<file path="src/rtl/core/ptl_pkg.sv">
// ptl_pkg: shared types and constants of the pattern token lexer
// token kinds, error codes, byte codes and the result record
// no dependencies
package ptl_pkg;

  // token kinds
  localparam logic [3:0] K_IDENT    = 4'd0;
  localparam logic [3:0] K_ANY      = 4'd1;
  localparam logic [3:0] K_INT      = 4'd2;
  localparam logic [3:0] K_REAL     = 4'd3;
  localparam logic [3:0] K_STRING   = 4'd4;
  localparam logic [3:0] K_CHAR     = 4'd5;
  localparam logic [3:0] K_LPAREN   = 4'd6;
  localparam logic [3:0] K_RPAREN   = 4'd7;
  localparam logic [3:0] K_LBRACKET = 4'd8;
  localparam logic [3:0] K_RBRACKET = 4'd9;
  localparam logic [3:0] K_COMMA    = 4'd10;
  localparam logic [3:0] K_END      = 4'd11;
  localparam logic [3:0] K_ERROR    = 4'd12;

  // error codes
  localparam logic [2:0] E_NONE       = 3'd0;
  localparam logic [2:0] E_BAD_CHAR   = 3'd1;
  localparam logic [2:0] E_OPEN_QUOTE = 3'd2;
  localparam logic [2:0] E_UNEXPECTED = 3'd3;
  localparam logic [2:0] E_OVERFLOW   = 3'd4;
  localparam logic [2:0] E_TOO_LONG   = 3'd5;

  // byte codes
  localparam logic [7:0] C_MINUS  = 8'h2D;
  localparam logic [7:0] C_DOT    = 8'h2E;
  localparam logic [7:0] C_STAR   = 8'h2A;
  localparam logic [7:0] C_LPAREN = 8'h28;
  localparam logic [7:0] C_RPAREN = 8'h29;
  localparam logic [7:0] C_COMMA  = 8'h2C;
  localparam logic [7:0] C_LBRACK = 8'h5B;
  localparam logic [7:0] C_RBRACK = 8'h5D;
  localparam logic [7:0] C_SQUOTE = 8'h27;
  localparam logic [7:0] C_DQUOTE = 8'h22;
  localparam logic [7:0] C_ZERO   = 8'h30;
  localparam logic [7:0] C_NINE   = 8'h39;
  localparam logic [7:0] C_SPACE  = 8'h20;
  localparam logic [7:0] C_TAB    = 8'h09;
  localparam logic [7:0] C_CR     = 8'h0D;

  // floor((2^63 - 1) / 10), the largest accumulator that may take another digit
  localparam logic [63:0] ACC_LIMIT = 64'h0CCC_CCCC_CCCC_CCCC;

  localparam int DATA_W = 112;
  localparam int USER_W = 4;

  // one result, integer value kept as magnitude and sign
  typedef struct packed {
    logic [3:0]  kind;
    logic [15:0] start;
    logic [15:0] len;
    logic [63:0] mag;
    logic        neg;
    logic [7:0]  cval;
    logic [2:0]  err;
  } res_t;

  // results caused by one input byte, slot 0 first
  typedef struct packed {
    logic [1:0]       count;
    res_t [2:0]       slot;
  } group_t;

endpackage

</file>
<file path="src/rtl/core/pattern_token_lexer.sv">
// pattern_token_lexer: streaming lexer for pattern text, top level
// input register, ptl_core (lexer step) and ptl_emit (result buffer)
// depends on ptl_pkg, ptl_core, ptl_emit
//
// channel  dir  tdata                                   tuser         tlast
// s_*      in   [7:0] character                         -             final byte
// m_*      out  [15:0] start_pos, [31:16] token_length, [3:0] kind    last result
//               [95:32] int_value, [103:96] char_value,               of this byte
//               [106:104] error_code, [111:107] zero
//
// one byte per cycle while every byte yields at most one result and m_tready
// is high; a byte with more results holds the input side while the result
// buffer still has more than one of them to deliver through its single output
// port. a result passes the input register, then the result buffer, before it
// is presented on m_*.
// rst is synchronous and clears the lexer state and both valid flags; no
// clearing pass. a stall on m_tready holds the buffer, then the input register,
// then drops s_tready.
module pattern_token_lexer
  import ptl_pkg::*;
#(
  parameter int POSITION_BITS = 16
) (
  input  logic              clk,
  input  logic              rst,
  // input stream
  input  logic              s_tvalid,
  output logic              s_tready,
  input  logic [7:0]        s_tdata,   // [7:0] character
  input  logic              s_tlast,   // final byte of the pattern
  // result stream
  output logic              m_tvalid,
  input  logic              m_tready,
  output logic [DATA_W-1:0] m_tdata,   // start_pos, token_length, int_value,
                                       // char_value, error_code, zero fill
  output logic [USER_W-1:0] m_tuser,   // [3:0] token_kind
  output logic              m_tlast    // last result caused by this byte
);

  // input register
  logic       in_v;
  logic [7:0] in_char;
  logic       in_fin;

  // handshake between stages
  logic   fire;
  logic   load_ok;
  group_t grp;

  // the held byte is processed once the result buffer can take its results
  assign fire     = in_v && load_ok;
  assign s_tready = !in_v || fire;

  always_ff @(posedge clk) begin
    if (rst) begin
      in_v <= 1'b0;
    end else if (s_tvalid && s_tready) begin
      in_v <= 1'b1;
    end else if (fire) begin
      in_v <= 1'b0;
    end
  end

  // payload needs no reset
  always_ff @(posedge clk) begin
    if (s_tvalid && s_tready) begin
      in_char <= s_tdata;
      in_fin  <= s_tlast;
    end
  end

  // lexer step: state registers advance on fire
  ptl_core #(
    .POSITION_BITS(POSITION_BITS)
  ) u_core (
    .clk  (clk),
    .rst  (rst),
    .fire (fire),
    .ch   (in_char),
    .fin  (in_fin),
    .grp  (grp)
  );

  // result buffer, one result per output transaction
  ptl_emit u_emit (
    .clk      (clk),
    .rst      (rst),
    .load     (fire),
    .grp      (grp),
    .load_ok  (load_ok),
    .m_tvalid (m_tvalid),
    .m_tready (m_tready),
    .m_tdata  (m_tdata),
    .m_tuser  (m_tuser),
    .m_tlast  (m_tlast)
  );

endmodule

</file>
<file path="src/rtl/core/ptl_core.sv">
// ptl_core: lexer state registers and the per-byte next-state and result logic
// produces up to three results for each byte taken
// depends on ptl_pkg
module ptl_core
  import ptl_pkg::*;
#(
  parameter int POSITION_BITS = 16
) (
  input  logic       clk,
  input  logic       rst,
  input  logic       fire,
  input  logic [7:0] ch,
  input  logic       fin,
  output group_t     grp
);

  typedef enum logic [8:0] {
    ST_IDLE   = 9'b000000001,
    ST_IDENT  = 9'b000000010,
    ST_MINUS  = 9'b000000100,
    ST_INT    = 9'b000001000,
    ST_REAL   = 9'b000010000,
    ST_CHAR1  = 9'b000100000,
    ST_CHAR2  = 9'b001000000,
    ST_STRING = 9'b010000000,
    ST_SKIP   = 9'b100000000
  } lex_state_t;

  localparam logic [POSITION_BITS-1:0] POS_MAX = {POSITION_BITS{1'b1}};
  localparam logic [POSITION_BITS-1:0] POS_ONE = {{(POSITION_BITS-1){1'b0}}, 1'b1};

  lex_state_t               st, st_next;
  logic [POSITION_BITS-1:0] pos, pos_next;
  logic [POSITION_BITS-1:0] ts, ts_next;
  logic [63:0]              acc, acc_next;
  logic                     neg, neg_next;
  logic                     ovf, ovf_next;
  logic [7:0]               hc, hc_next;

  logic [3:0]  digit;
  logic        lim_up;
  logic [63:0] acc_mac;
  logic        acc_over;

  function automatic logic is_digit(input logic [7:0] c);
    return (c >= C_ZERO) && (c <= C_NINE);
  endfunction

  function automatic logic is_alpha(input logic [7:0] c);
    return ((c >= 8'h61) && (c <= 8'h7A)) || ((c >= 8'h41) && (c <= 8'h5A));
  endfunction

  function automatic logic is_space(input logic [7:0] c);
    return (c == C_SPACE) || ((c >= C_TAB) && (c <= C_CR));
  endfunction

  function automatic logic in_ident(input logic [7:0] c);
    return is_alpha(c) || is_digit(c) || (c == C_SQUOTE) || (c == C_DOT);
  endfunction

  function automatic logic [15:0] to16(input logic [POSITION_BITS-1:0] v);
    logic [32:0] w;
    w = 33'(v);
    return w[15:0];
  endfunction

  function automatic logic [15:0] len_plus1(input logic [POSITION_BITS-1:0] d);
    logic [POSITION_BITS:0] e;
    logic [32:0]            w;
    e = {1'b0, d} + {{POSITION_BITS{1'b0}}, 1'b1};
    w = 33'(e);
    return w[15:0];
  endfunction

  function automatic res_t mk(input logic [3:0] kind, input logic [15:0] start,
                              input logic [15:0] len, input logic [63:0] mag,
                              input logic n, input logic [7:0] cval,
                              input logic [2:0] err);
    res_t r;
    r.kind  = kind;
    r.start = start;
    r.len   = len;
    r.mag   = mag;
    r.neg   = n;
    r.cval  = cval;
    r.err   = err;
    return r;
  endfunction

  // pending identifier or number ending before offset p
  function automatic res_t flush_res(input lex_state_t s, input logic [POSITION_BITS-1:0] t,
                                     input logic [POSITION_BITS-1:0] p,
                                     input logic [63:0] a, input logic n, input logic o);
    logic [15:0] l;
    res_t        r;
    l = to16(p - t);
    if (s == ST_IDENT) begin
      r = mk(K_IDENT, to16(t), l, 64'd0, 1'b0, 8'd0, E_NONE);
    end else if (s == ST_REAL) begin
      r = mk(K_REAL, to16(t), l, 64'd0, 1'b0, 8'd0, E_NONE);
    end else if (o) begin
      r = mk(K_ERROR, to16(t), l, 64'd0, 1'b0, 8'd0, E_OVERFLOW);
    end else begin
      r = mk(K_INT, to16(t), l, a, n, 8'd0, E_NONE);
    end
    return r;
  endfunction

  // one decimal digit onto the registered accumulator
  assign digit    = 4'(ch - C_ZERO);
  assign lim_up   = neg ? (digit > 4'd8) : (digit > 4'd7);
  assign acc_mac  = {acc[60:0], 3'b000} + {acc[62:0], 1'b0} + {60'd0, digit};
  assign acc_over = acc > (ACC_LIMIT - {63'd0, lim_up});

  always_comb begin
    logic [1:0]               n;
    logic                     fl;
    logic                     bg;
    logic [POSITION_BITS-1:0] diff;
    res_t [2:0]               slot;
    st_next  = st;
    pos_next = pos;
    ts_next  = ts;
    acc_next = acc;
    neg_next = neg;
    ovf_next = ovf;
    hc_next  = hc;
    n        = 2'd0;
    fl       = 1'b0;
    bg       = 1'b0;
    slot     = '0;
    diff     = pos - ts;

    if (st == ST_SKIP) begin
      // dropping bytes up to the end of the pattern
    end else if (pos == POS_MAX) begin
      ts_next = pos;
      slot[n] = mk(K_ERROR, to16(pos), 16'd0, 64'd0, 1'b0, 8'd0, E_TOO_LONG);
      n       = n + 2'd1;
      st_next = ST_SKIP;
    end else begin
      unique case (st)
        ST_IDENT: begin
          if (!in_ident(ch)) begin
            fl = 1'b1;
            bg = 1'b1;
          end
        end
        ST_MINUS: begin
          if (is_digit(ch)) begin
            acc_next = {60'd0, digit};
            neg_next = 1'b1;
            ovf_next = 1'b0;
            st_next  = ST_INT;
          end else begin
            slot[n] = mk(K_ERROR, to16(ts), len_plus1(diff), 64'd0, 1'b0, 8'd0,
                         E_UNEXPECTED);
            n       = n + 2'd1;
            st_next = ST_SKIP;
          end
        end
        ST_INT: begin
          if (is_digit(ch)) begin
            if (!ovf) begin
              if (acc_over) begin
                ovf_next = 1'b1;
              end else begin
                acc_next = acc_mac;
              end
            end
          end else if (ch == C_DOT) begin
            st_next = ST_REAL;
          end else begin
            fl = 1'b1;
            bg = 1'b1;
          end
        end
        ST_REAL: begin
          if (!is_digit(ch)) begin
            fl = 1'b1;
            bg = 1'b1;
          end
        end
        ST_CHAR1: begin
          hc_next = ch;
          st_next = ST_CHAR2;
        end
        ST_CHAR2: begin
          if (ch == C_SQUOTE) begin
            slot[n] = mk(K_CHAR, to16(ts), 16'd3, 64'd0, 1'b0, hc, E_NONE);
            n       = n + 2'd1;
            st_next = ST_IDLE;
          end else begin
            slot[n] = mk(K_ERROR, to16(ts), 16'd3, 64'd0, 1'b0, 8'd0, E_BAD_CHAR);
            n       = n + 2'd1;
            st_next = ST_SKIP;
          end
        end
        ST_STRING: begin
          if (ch == C_DQUOTE) begin
            slot[n] = mk(K_STRING, to16(ts), len_plus1(diff), 64'd0, 1'b0, 8'd0, E_NONE);
            n       = n + 2'd1;
            st_next = ST_IDLE;
          end
        end
        ST_IDLE: bg = 1'b1;
        default: bg = 1'b1;
      endcase

      if (fl) begin
        slot[n] = flush_res(st, ts, pos, acc, neg, ovf);
        n       = n + 2'd1;
        st_next = (st == ST_INT && ovf) ? ST_SKIP : ST_IDLE;
      end

      if (bg && st_next != ST_SKIP) begin
        ts_next = pos;
        st_next = ST_IDLE;
        priority if (is_space(ch)) begin
          // whitespace starts nothing
        end else if (ch == C_LPAREN) begin
          slot[n] = mk(K_LPAREN, to16(pos), 16'd1, 64'd0, 1'b0, 8'd0, E_NONE);
          n       = n + 2'd1;
        end else if (ch == C_RPAREN) begin
          slot[n] = mk(K_RPAREN, to16(pos), 16'd1, 64'd0, 1'b0, 8'd0, E_NONE);
          n       = n + 2'd1;
        end else if (ch == C_LBRACK) begin
          slot[n] = mk(K_LBRACKET, to16(pos), 16'd1, 64'd0, 1'b0, 8'd0, E_NONE);
          n       = n + 2'd1;
        end else if (ch == C_RBRACK) begin
          slot[n] = mk(K_RBRACKET, to16(pos), 16'd1, 64'd0, 1'b0, 8'd0, E_NONE);
          n       = n + 2'd1;
        end else if (ch == C_COMMA) begin
          slot[n] = mk(K_COMMA, to16(pos), 16'd1, 64'd0, 1'b0, 8'd0, E_NONE);
          n       = n + 2'd1;
        end else if (ch == C_STAR) begin
          slot[n] = mk(K_ANY, to16(pos), 16'd1, 64'd0, 1'b0, 8'd0, E_NONE);
          n       = n + 2'd1;
        end else if (ch == C_SQUOTE) begin
          st_next = ST_CHAR1;
        end else if (ch == C_DQUOTE) begin
          st_next = ST_STRING;
        end else if (is_digit(ch)) begin
          acc_next = {60'd0, digit};
          neg_next = 1'b0;
          ovf_next = 1'b0;
          st_next  = ST_INT;
        end else if (ch == C_MINUS) begin
          st_next = ST_MINUS;
        end else if (is_alpha(ch)) begin
          st_next = ST_IDENT;
        end else begin
          slot[n] = mk(K_ERROR, to16(pos), 16'd1, 64'd0, 1'b0, 8'd0, E_UNEXPECTED);
          n       = n + 2'd1;
          st_next = ST_SKIP;
        end
      end

      pos_next = pos + POS_ONE;
    end

    // end of pattern: close what is open, then the end token if no error stopped the pattern
    if (fin) begin
      diff = pos_next - ts_next;
      if (st_next == ST_IDENT || st_next == ST_INT || st_next == ST_REAL) begin
        slot[n] = flush_res(st_next, ts_next, pos_next, acc_next, neg_next, ovf_next);
        n       = n + 2'd1;
        if (st_next == ST_INT && ovf_next) begin
          st_next = ST_SKIP;
        end
      end else if (st_next == ST_MINUS) begin
        slot[n] = mk(K_ERROR, to16(ts_next), to16(diff), 64'd0, 1'b0, 8'd0, E_UNEXPECTED);
        n       = n + 2'd1;
        st_next = ST_SKIP;
      end else if (st_next == ST_CHAR1 || st_next == ST_CHAR2) begin
        slot[n] = mk(K_ERROR, to16(ts_next), to16(diff), 64'd0, 1'b0, 8'd0, E_BAD_CHAR);
        n       = n + 2'd1;
        st_next = ST_SKIP;
      end else if (st_next == ST_STRING) begin
        slot[n] = mk(K_ERROR, to16(ts_next), to16(diff), 64'd0, 1'b0, 8'd0, E_OPEN_QUOTE);
        n       = n + 2'd1;
        st_next = ST_SKIP;
      end
      if (st_next != ST_SKIP) begin
        slot[n] = mk(K_END, to16(pos_next), 16'd0, 64'd0, 1'b0, 8'd0, E_NONE);
        n       = n + 2'd1;
      end
      st_next  = ST_IDLE;
      pos_next = '0;
    end

    grp.count = n;
    grp.slot  = slot;
  end

  always_ff @(posedge clk) begin
    if (rst) begin
      st  <= ST_IDLE;
      pos <= '0;
      ts  <= '0;
      acc <= '0;
      neg <= 1'b0;
      ovf <= 1'b0;
      hc  <= '0;
    end else if (fire) begin
      st  <= st_next;
      pos <= pos_next;
      ts  <= ts_next;
      acc <= acc_next;
      neg <= neg_next;
      ovf <= ovf_next;
      hc  <= hc_next;
    end
  end

  a_skip_silent: assert property (@(posedge clk) disable iff (rst)
    (fire && st == ST_SKIP) |-> grp.count == 2'd0)
    else $error("byte dropped after an error produced a result");

  a_fin_restart: assert property (@(posedge clk) disable iff (rst)
    (fire && fin) |=> (st == ST_IDLE && pos == '0))
    else $error("pattern end did not restart the lexer");

  a_fin_reports: assert property (@(posedge clk) disable iff (rst)
    (fire && fin && st != ST_SKIP) |-> grp.count != 2'd0)
    else $error("pattern end gave neither an end token nor an error");

endmodule

</file>
<file path="src/rtl/core/ptl_emit.sv">
// ptl_emit: result buffer holding the results of one byte, delivered one per transaction
// applies the sign to integer values and packs the output stream
// depends on ptl_pkg
module ptl_emit
  import ptl_pkg::*;
(
  input  logic              clk,
  input  logic              rst,
  input  logic              load,
  input  group_t            grp,
  output logic              load_ok,
  output logic              m_tvalid,
  input  logic              m_tready,
  output logic [DATA_W-1:0] m_tdata,
  output logic [USER_W-1:0] m_tuser,
  output logic              m_tlast
);

  res_t [2:0]  slot;
  logic [1:0]  cnt;
  logic        pop;
  logic [63:0] ival;

  assign pop     = (cnt != 2'd0) && m_tready;
  assign load_ok = (cnt == 2'd0) || (cnt == 2'd1 && m_tready);

  always_ff @(posedge clk) begin
    if (rst) begin
      cnt <= 2'd0;
    end else if (load) begin
      cnt <= grp.count;
    end else if (pop) begin
      cnt <= cnt - 2'd1;
    end
  end

  always_ff @(posedge clk) begin
    if (load) begin
      slot <= grp.slot;
    end else if (pop) begin
      slot[0] <= slot[1];
      slot[1] <= slot[2];
    end
  end

  assign ival     = slot[0].neg ? (64'd0 - slot[0].mag) : slot[0].mag;
  assign m_tvalid = cnt != 2'd0;
  assign m_tlast  = cnt == 2'd1;
  assign m_tuser  = slot[0].kind;
  assign m_tdata  = {5'd0, slot[0].err, slot[0].cval, ival, slot[0].len, slot[0].start};

  a_load_empty: assert property (@(posedge clk) disable iff (rst)
    load |-> (cnt == 2'd0 || (cnt == 2'd1 && m_tready)))
    else $error("results loaded over undelivered results");

  a_pop_count: assert property (@(posedge clk) disable iff (rst)
    (m_tvalid && m_tready && cnt != 2'd1) |=> cnt == $past(cnt) - 2'd1)
    else $error("result count did not step down on delivery");

  a_load_shows: assert property (@(posedge clk) disable iff (rst)
    (load && grp.count != 2'd0) |=> m_tvalid)
    else $error("loaded results not presented");

endmodule
</file>
<file path="config.mk">
export PLATFORM = sky130hd
export DESIGN_NAME = pattern_token_lexer
export DESIGN_NICKNAME = d
export VERILOG_FILES = /design/src/rtl/core/ptl_pkg.sv /design/src/rtl/core/pattern_token_lexer.sv /design/src/rtl/core/ptl_core.sv /design/src/rtl/core/ptl_emit.sv
export SDC_FILE = /design/constraint.sdc
export NUM_CORES = 2
export LEC_CHECK = 0
export ABC_AREA = 1
export CAP_MARGIN = 5
export CORE_AREA = 2 2 191 380
export CTS_CLUSTER_DIAMETER = 200
export DETAILED_ROUTE_END_ITERATION = 10
export DIE_AREA = 0 0 193 382
export DONT_BUFFER_PORTS = 1
export PLACE_DENSITY = 0.71
export SETUP_SLACK_MARGIN = 0.2
export SYNTH_ARGS = -nofsm -noshare
export SYNTH_HDL_FRONTEND = slang
export SYNTH_HIERARCHICAL = 1
export SYNTH_SLANG_ARGS = --single-unit
</file>
<file path="constraint.sdc">
create_clock -name clk -period 18.9 [get_ports clk]
set_input_delay 3.78 -clock clk [delete_from_list [all_inputs] [get_ports clk]]
set_output_delay 3.78 -clock clk [all_outputs]
set_load 0.01 [all_outputs]
</file>
### Word level (Yosys, flattened, before mapping)

Cells that the tools add are included.

| word-level totals | value |
|---|---|
| register bits after elaboration | 463 |
| input port bits | 13 |
| word-level logic and storage cells | 330 |

| cells by class | value |
|---|---|
| $add $sub $neg | 14 |
| $lt $le $gt $ge | 19 |
| equal/unequal tests | 30 |
| mux-type cells | 201 |
| bitwise logic cells | 2 |
| reductions and logical operators | 32 |

Operator list:

| operator | number |
|---|---|
| $mux W336 | 24 |
| $bwmux W336 | 13 |
| $mux W112 | 20 |
| $mux W64 | 18 |
| $demux W112 S2 | 4 |
| $mux W224 | 3 |
| $pmux W112 S3 | 1 |
| $mux W9 | 31 |
| $pmux W64 S2 | 1 |
| $mux W111 | 1 |
| $mux W16 | 6 |
| $eq A8 B6 Y1 const B | 9 |
| $add A64 B4 Y64 | 1 |
| $add A64 B64 Y64 | 1 |
| $gt A64 B64 Y1 | 1 |
| $sub A1 B64 Y64 const A | 1 |
| $sub A60 B1 Y61 const A | 1 |
| $mux W2 | 29 |
| $mux W1 | 45 |
| $pmux W9 S5 | 1 |
| $add A16 B1 Y16 const B | 2 |
| $sub A16 B16 Y16 | 2 |
| $eq A9 B2 Y1 const B | 2 |
| $eq A9 B3 Y1 const B | 2 |
| other kinds (35) | 79 |

### Depth between registers and ports, before layout

| depth | value |
|---|---|
| word-level depth | 43 |
| depth in mapped cells | 41 |
| gate-level depth less buffers | 40 |

### By module

The synthesis kept the hierarchy.

Modules (own cells, without submodules):

| module | times used | cells each | area an instance (um^2) | seq. area each (um^2) |
|---|---|---|---|---|
| ptl_core | 1 | 4341 | 23381.2 | 2302.2 |
| ptl_emit | 1 | 1141 | 15586.2 | 10129.7 |
| pattern_token_lexer | 1 | 17 | 325.3 | 290.3 |

### Least setup slack after synthesis

OpenSTA, ideal clock, no wires.

| timing | value |
|---|---|
| path type | input port to flip-flop |
| start point | input port m_tready |
| end point | register u_emit.slot (netlist bit u_emit/m_tdata[0]) (enable) |
| library setup time | 0.577 ns |
| data arrival time | 11.152 ns |
| required time | 18.323 ns |
| setup slack | 7.171 ns |
| cell stages on the path | 7 |
| cell sequence | nand2_1 nand2_1 nand2_1 inv_1 buf_2 a21oi_1 inv_1 |

| on the way | value |
|---|---|
| longest elaborated chain between the ends | 4 |
| elaborated cells on any way between the ends | 5 |
| classes of those cells | reduce/logical: 5 |

Ends and longest elaborated chain:

| what | RTL line | RTL |
|---|---|---|
| start, declared | pattern_token_lexer.sv:33 | `input logic m_tready,` |
| $logic_and A1 B1 Y1 | ptl_emit.sv:25 | `assign load_ok = (cnt == 2'd0) \|\| (cnt == 2'd1 && m_tready);` |
| $logic_or A1 B1 Y1 | ptl_emit.sv:25 |  |
| named net load_ok | pattern_token_lexer.sv:47 | `logic load_ok;` |
| $logic_and A1 B1 Y1 | pattern_token_lexer.sv:51 | `assign fire = in_v && load_ok;` |
| named net fire | pattern_token_lexer.sv:46 | `logic fire;` |
| $reduce_bool A2 Y1 (no line) | - |  |
| end signal, assigned | ptl_emit.sv:39 | `slot <= grp.slot;` |
| end, declared | ptl_emit.sv:19 | `res_t [2:0] slot;` |

The timed path passes the listed nets, and every way through them passes these cells.
A chain may end at the register's enable or synchronous reset.

==> flow_summary.ini <==
[run_status]
status = finished with violations
violations = max-capacitance violations, max-slew violations

[critical_path]
critPathRequiredTime_ns = 19.27
crit_path_top_delay_cell = ha_1
critical-path-top-delay-family = simple AND/OR/NAND/NOR gates
cp-start-kind = flip-flop
crit_fanout = 67
worstSetupPathType = flip-flop to flip-flop
crit_arrival_ns = 9.16
cpPeakStageDelay_ns = 0.91
worst_setup_path_end_kind = flip-flop
crit_buf_inv = 5

[cts]
h-tree-depth = 2
clk_pin_slew_ns = 0.07
clock_latency_ns = 0.64
cts_resized = 0
cts-hold-fix-buffers = 0
cts_root_buf = clkbuf_16
cts_sinks = 463
cts_buffer_depth = 3
cts_buffers = 44
cts_tree = built
cts_setup_buffers = 0

[sta]
fin_crit_sh_pct = 46.5
worst_pin_slew_ns = 1.50
max_slew_margin_pct = -0.728
rsz0062_at_grt = false
finalSetupViolCount = 0
clock-skew-final_ns = 0.0397
fin_setup_tns_ns = 0
finalHoldViolations = 0
slew_violations = 1
max_freq_ghz = 0.114
fin_crit_ns = 8.79

[floorplanning]
core_mm2 = 0.0708
start_util_pct = 55.5
pin_count = 132
rows = 138
die-area_mm2 = 0.0737
fp.dieW_um = 193
die_y_um = 382

[detailed_routing]
drt-total-wl_um = 164000
vias = 39400
ant_nets = 0
drt_iter0_drc = 3624
wl_per_cell_um = 26.4
drc = 0
detail_route.first_pass.iterations = 8
vias_per_cell = 6.33

[final_layout]
final_util_pct = 57.4
final_cell_mix = nand2_1 (1557), inv_1 (491), nor2_1 (474)
final_common_cell = nand2_1
fillCellCount = 7024
layout-drive-gt1-share_pct = 10.0
area_delta_synth_final_pct = 3.45
fin_nets = 5457

[yosys]
syn_inst = 5499
syn_area_mm2 = 0.0393
synth_edf_count = 345
synthArstFlopShare_pct = 0
ys_warn_count = 6
synth-seq-area-share_pct = 32.4
synth_cell_types = 66
synth_seq_cells = 463
synthFlopType = edfxtp_1
avgSynthCellArea_um2 = 7.15

[global_route]
grt_overflow = 0
first_global_vias = 39300
grt_pass1_wl_um = 243000
grt_max_degree = 117
antenna_found_initial = 8
grt_use_total_pct = 45.0

[hold_path]
hp-class = flip-flop to flip-flop

[flow_run]
maxCapViolCount = 1

[place]
dp_hpwl_um = 121000
gp_congestion = 1.07
io_buffer_count = 0

[power]
ir_worst_vdd_mv = 0.176
p_leak_nw = 16.5
pwr_density_cell_mw_per_mm2 = 96.1
## metrics by stage
step / hold slack, ns / area [µm²] / instances / worst slack (ns) / power [mW]
floorplan: 0.424 / 39400 / 5518 / 7.17 / 2.54
global placement: 0.438 / 39100 / 6134 / 10.71 / 2.89
detailed placement: 0.444 / 39100 / 6134 / 10.52 / 2.90
CTS: 0.454 / 40600 / 6216 / 10.50 / 3.87
global route: 0.470 / 40600 / 6222 / 9.71 / 4.06
finish: 0.455 / 40600 / 6223 / 10.11 / 3.91
## cell families after synthesis
logic type / share of synthesized area [%]
AO/OA/AOI/OAI: 12.4
XOR/XNOR: 2.50
adder cells (fa/ha/maj): 5.55
buffers and inverters: 9.63
flip-flops: 32.4
multiplexers: 6.42
other: 0.0191
AND/OR/NAND/NOR: 31.1
## report_power, final
part	total [mW]	internal, mW	switching (mW)
clock network	0.973	0.540	0.433
registers	1.58	1.40	0.178
logic	1.35	0.362	0.993
## layer usage
layer	global-route usage, %	routed length, µm
met1	38.6	47500
met2	75.6	79900
met3	12.0	11600
met4	55.2	25600
met5	0.0687	0
## worst reg2reg max path, stage by stage (launching register included)
cell	delay [ns]
dfxtp_1	0.39
nor2_2	0.20
nand3_2	0.17
nor2_4	0.11
buf_4	0.60
nor2_1	0.15
nand2_1	0.14
nand2_2	0.36
nand2_1	0.21
o21ai_1	0.17
nor2_8	0.20
nand2_8	0.10
nand2_8	0.17
nor2_4	0.10
nand2_4	0.46
nand2_1	0.44
a21oi_1	0.40
inv_1	0.11
ha_1	0.30
inv_1	0.05
o21ai_0	0.13
inv_1	0.12
ha_1	0.91
nand2_2	0.63
nand2_4	0.48
buf_4	0.85
nor2_1	0.25
mux2_2	0.32
## cell type report
class / instances / area [µm²] / share of cell area (%)
timing repair buffer: 48 / 360 / 0.887
antenna: 5 / 12.5 / 0.0308
sequential: 463 / 12700 / 31.3
clock buffer: 52 / 1160 / 2.86
tap: 910 / 1140 / 2.80
clock inverter: 30 / 367 / 0.902
inverter: 519 / 1970 / 4.85
multi-input combinational: 4196 / 22900 / 56.4
## state kept, by name (all words and copies together), names as in the netlist
| register | flops |
|---|---|
| in_char | 8 |
| in_fin | 1 |
| in_v | 1 |
| u_core/acc | 64 |
| u_core/hc | 8 |
| u_core/neg | 1 |
| u_core/ovf | 1 |
| u_core/pos | 16 |
| u_core/st | 9 |
| u_core/ts | 16 |
| u_emit/cnt | 2 |
| u_emit/m_tdata | 43 |
| u_emit/m_tuser | 4 |
| u_emit/slot | 289 |
## cell usage after synthesis (22+ instances only)
library cell	n	area share [%]
nand2_1	1559	15
inv_1	496	4.7
nor2_1	476	4.5
nand3_1	428	5.5
edfxtp_1	345	26
a21oi_1	328	4.2
o21ai_0	306	3.9
mux2_2	224	6.4
ha_1	168	5.3
clkbuf_1	142	1.4
dfxtp_1	118	6.0
buf_4	77	1.5
buf_2	74	0.94
nor4_1	74	1.2
nand4_1	70	1.1
nor3_1	70	0.89
xnor2_1	56	1.2
xor2_1	56	1.2
o21ai_1	55	0.70
nor2_2	40	0.64
a211oi_2	30	0.96
a31oi_1	26	0.41
buf_1	24	0.23
buf_6	23	0.66
o211ai_1	22	0.42
## worst paths after layout
| check | slack, ns | startpoint | cells after the start | endpoint |
|---|---|---|---|---|
| worst max-delay path | 10.11 | u_core/st[0]$_SDFFE_PP1P_ | 27 | u_emit/slot[130]$_DFFE_PP_ |
| worst min-delay path | 0.45 | u_core/hc[7]$_SDFFE_PP0P_ | 2 | u_core/hc[7]$_SDFFE_PP0P_ |
| worst max register to register | 10.11 | u_core/st[0]$_SDFFE_PP1P_ | 27 | u_emit/slot[130]$_DFFE_PP_ |
| worst min register to register | 0.45 | u_core/hc[7]$_SDFFE_PP0P_ | 2 | u_core/hc[7]$_SDFFE_PP0P_ |
(Power assumes the default switching activity.)
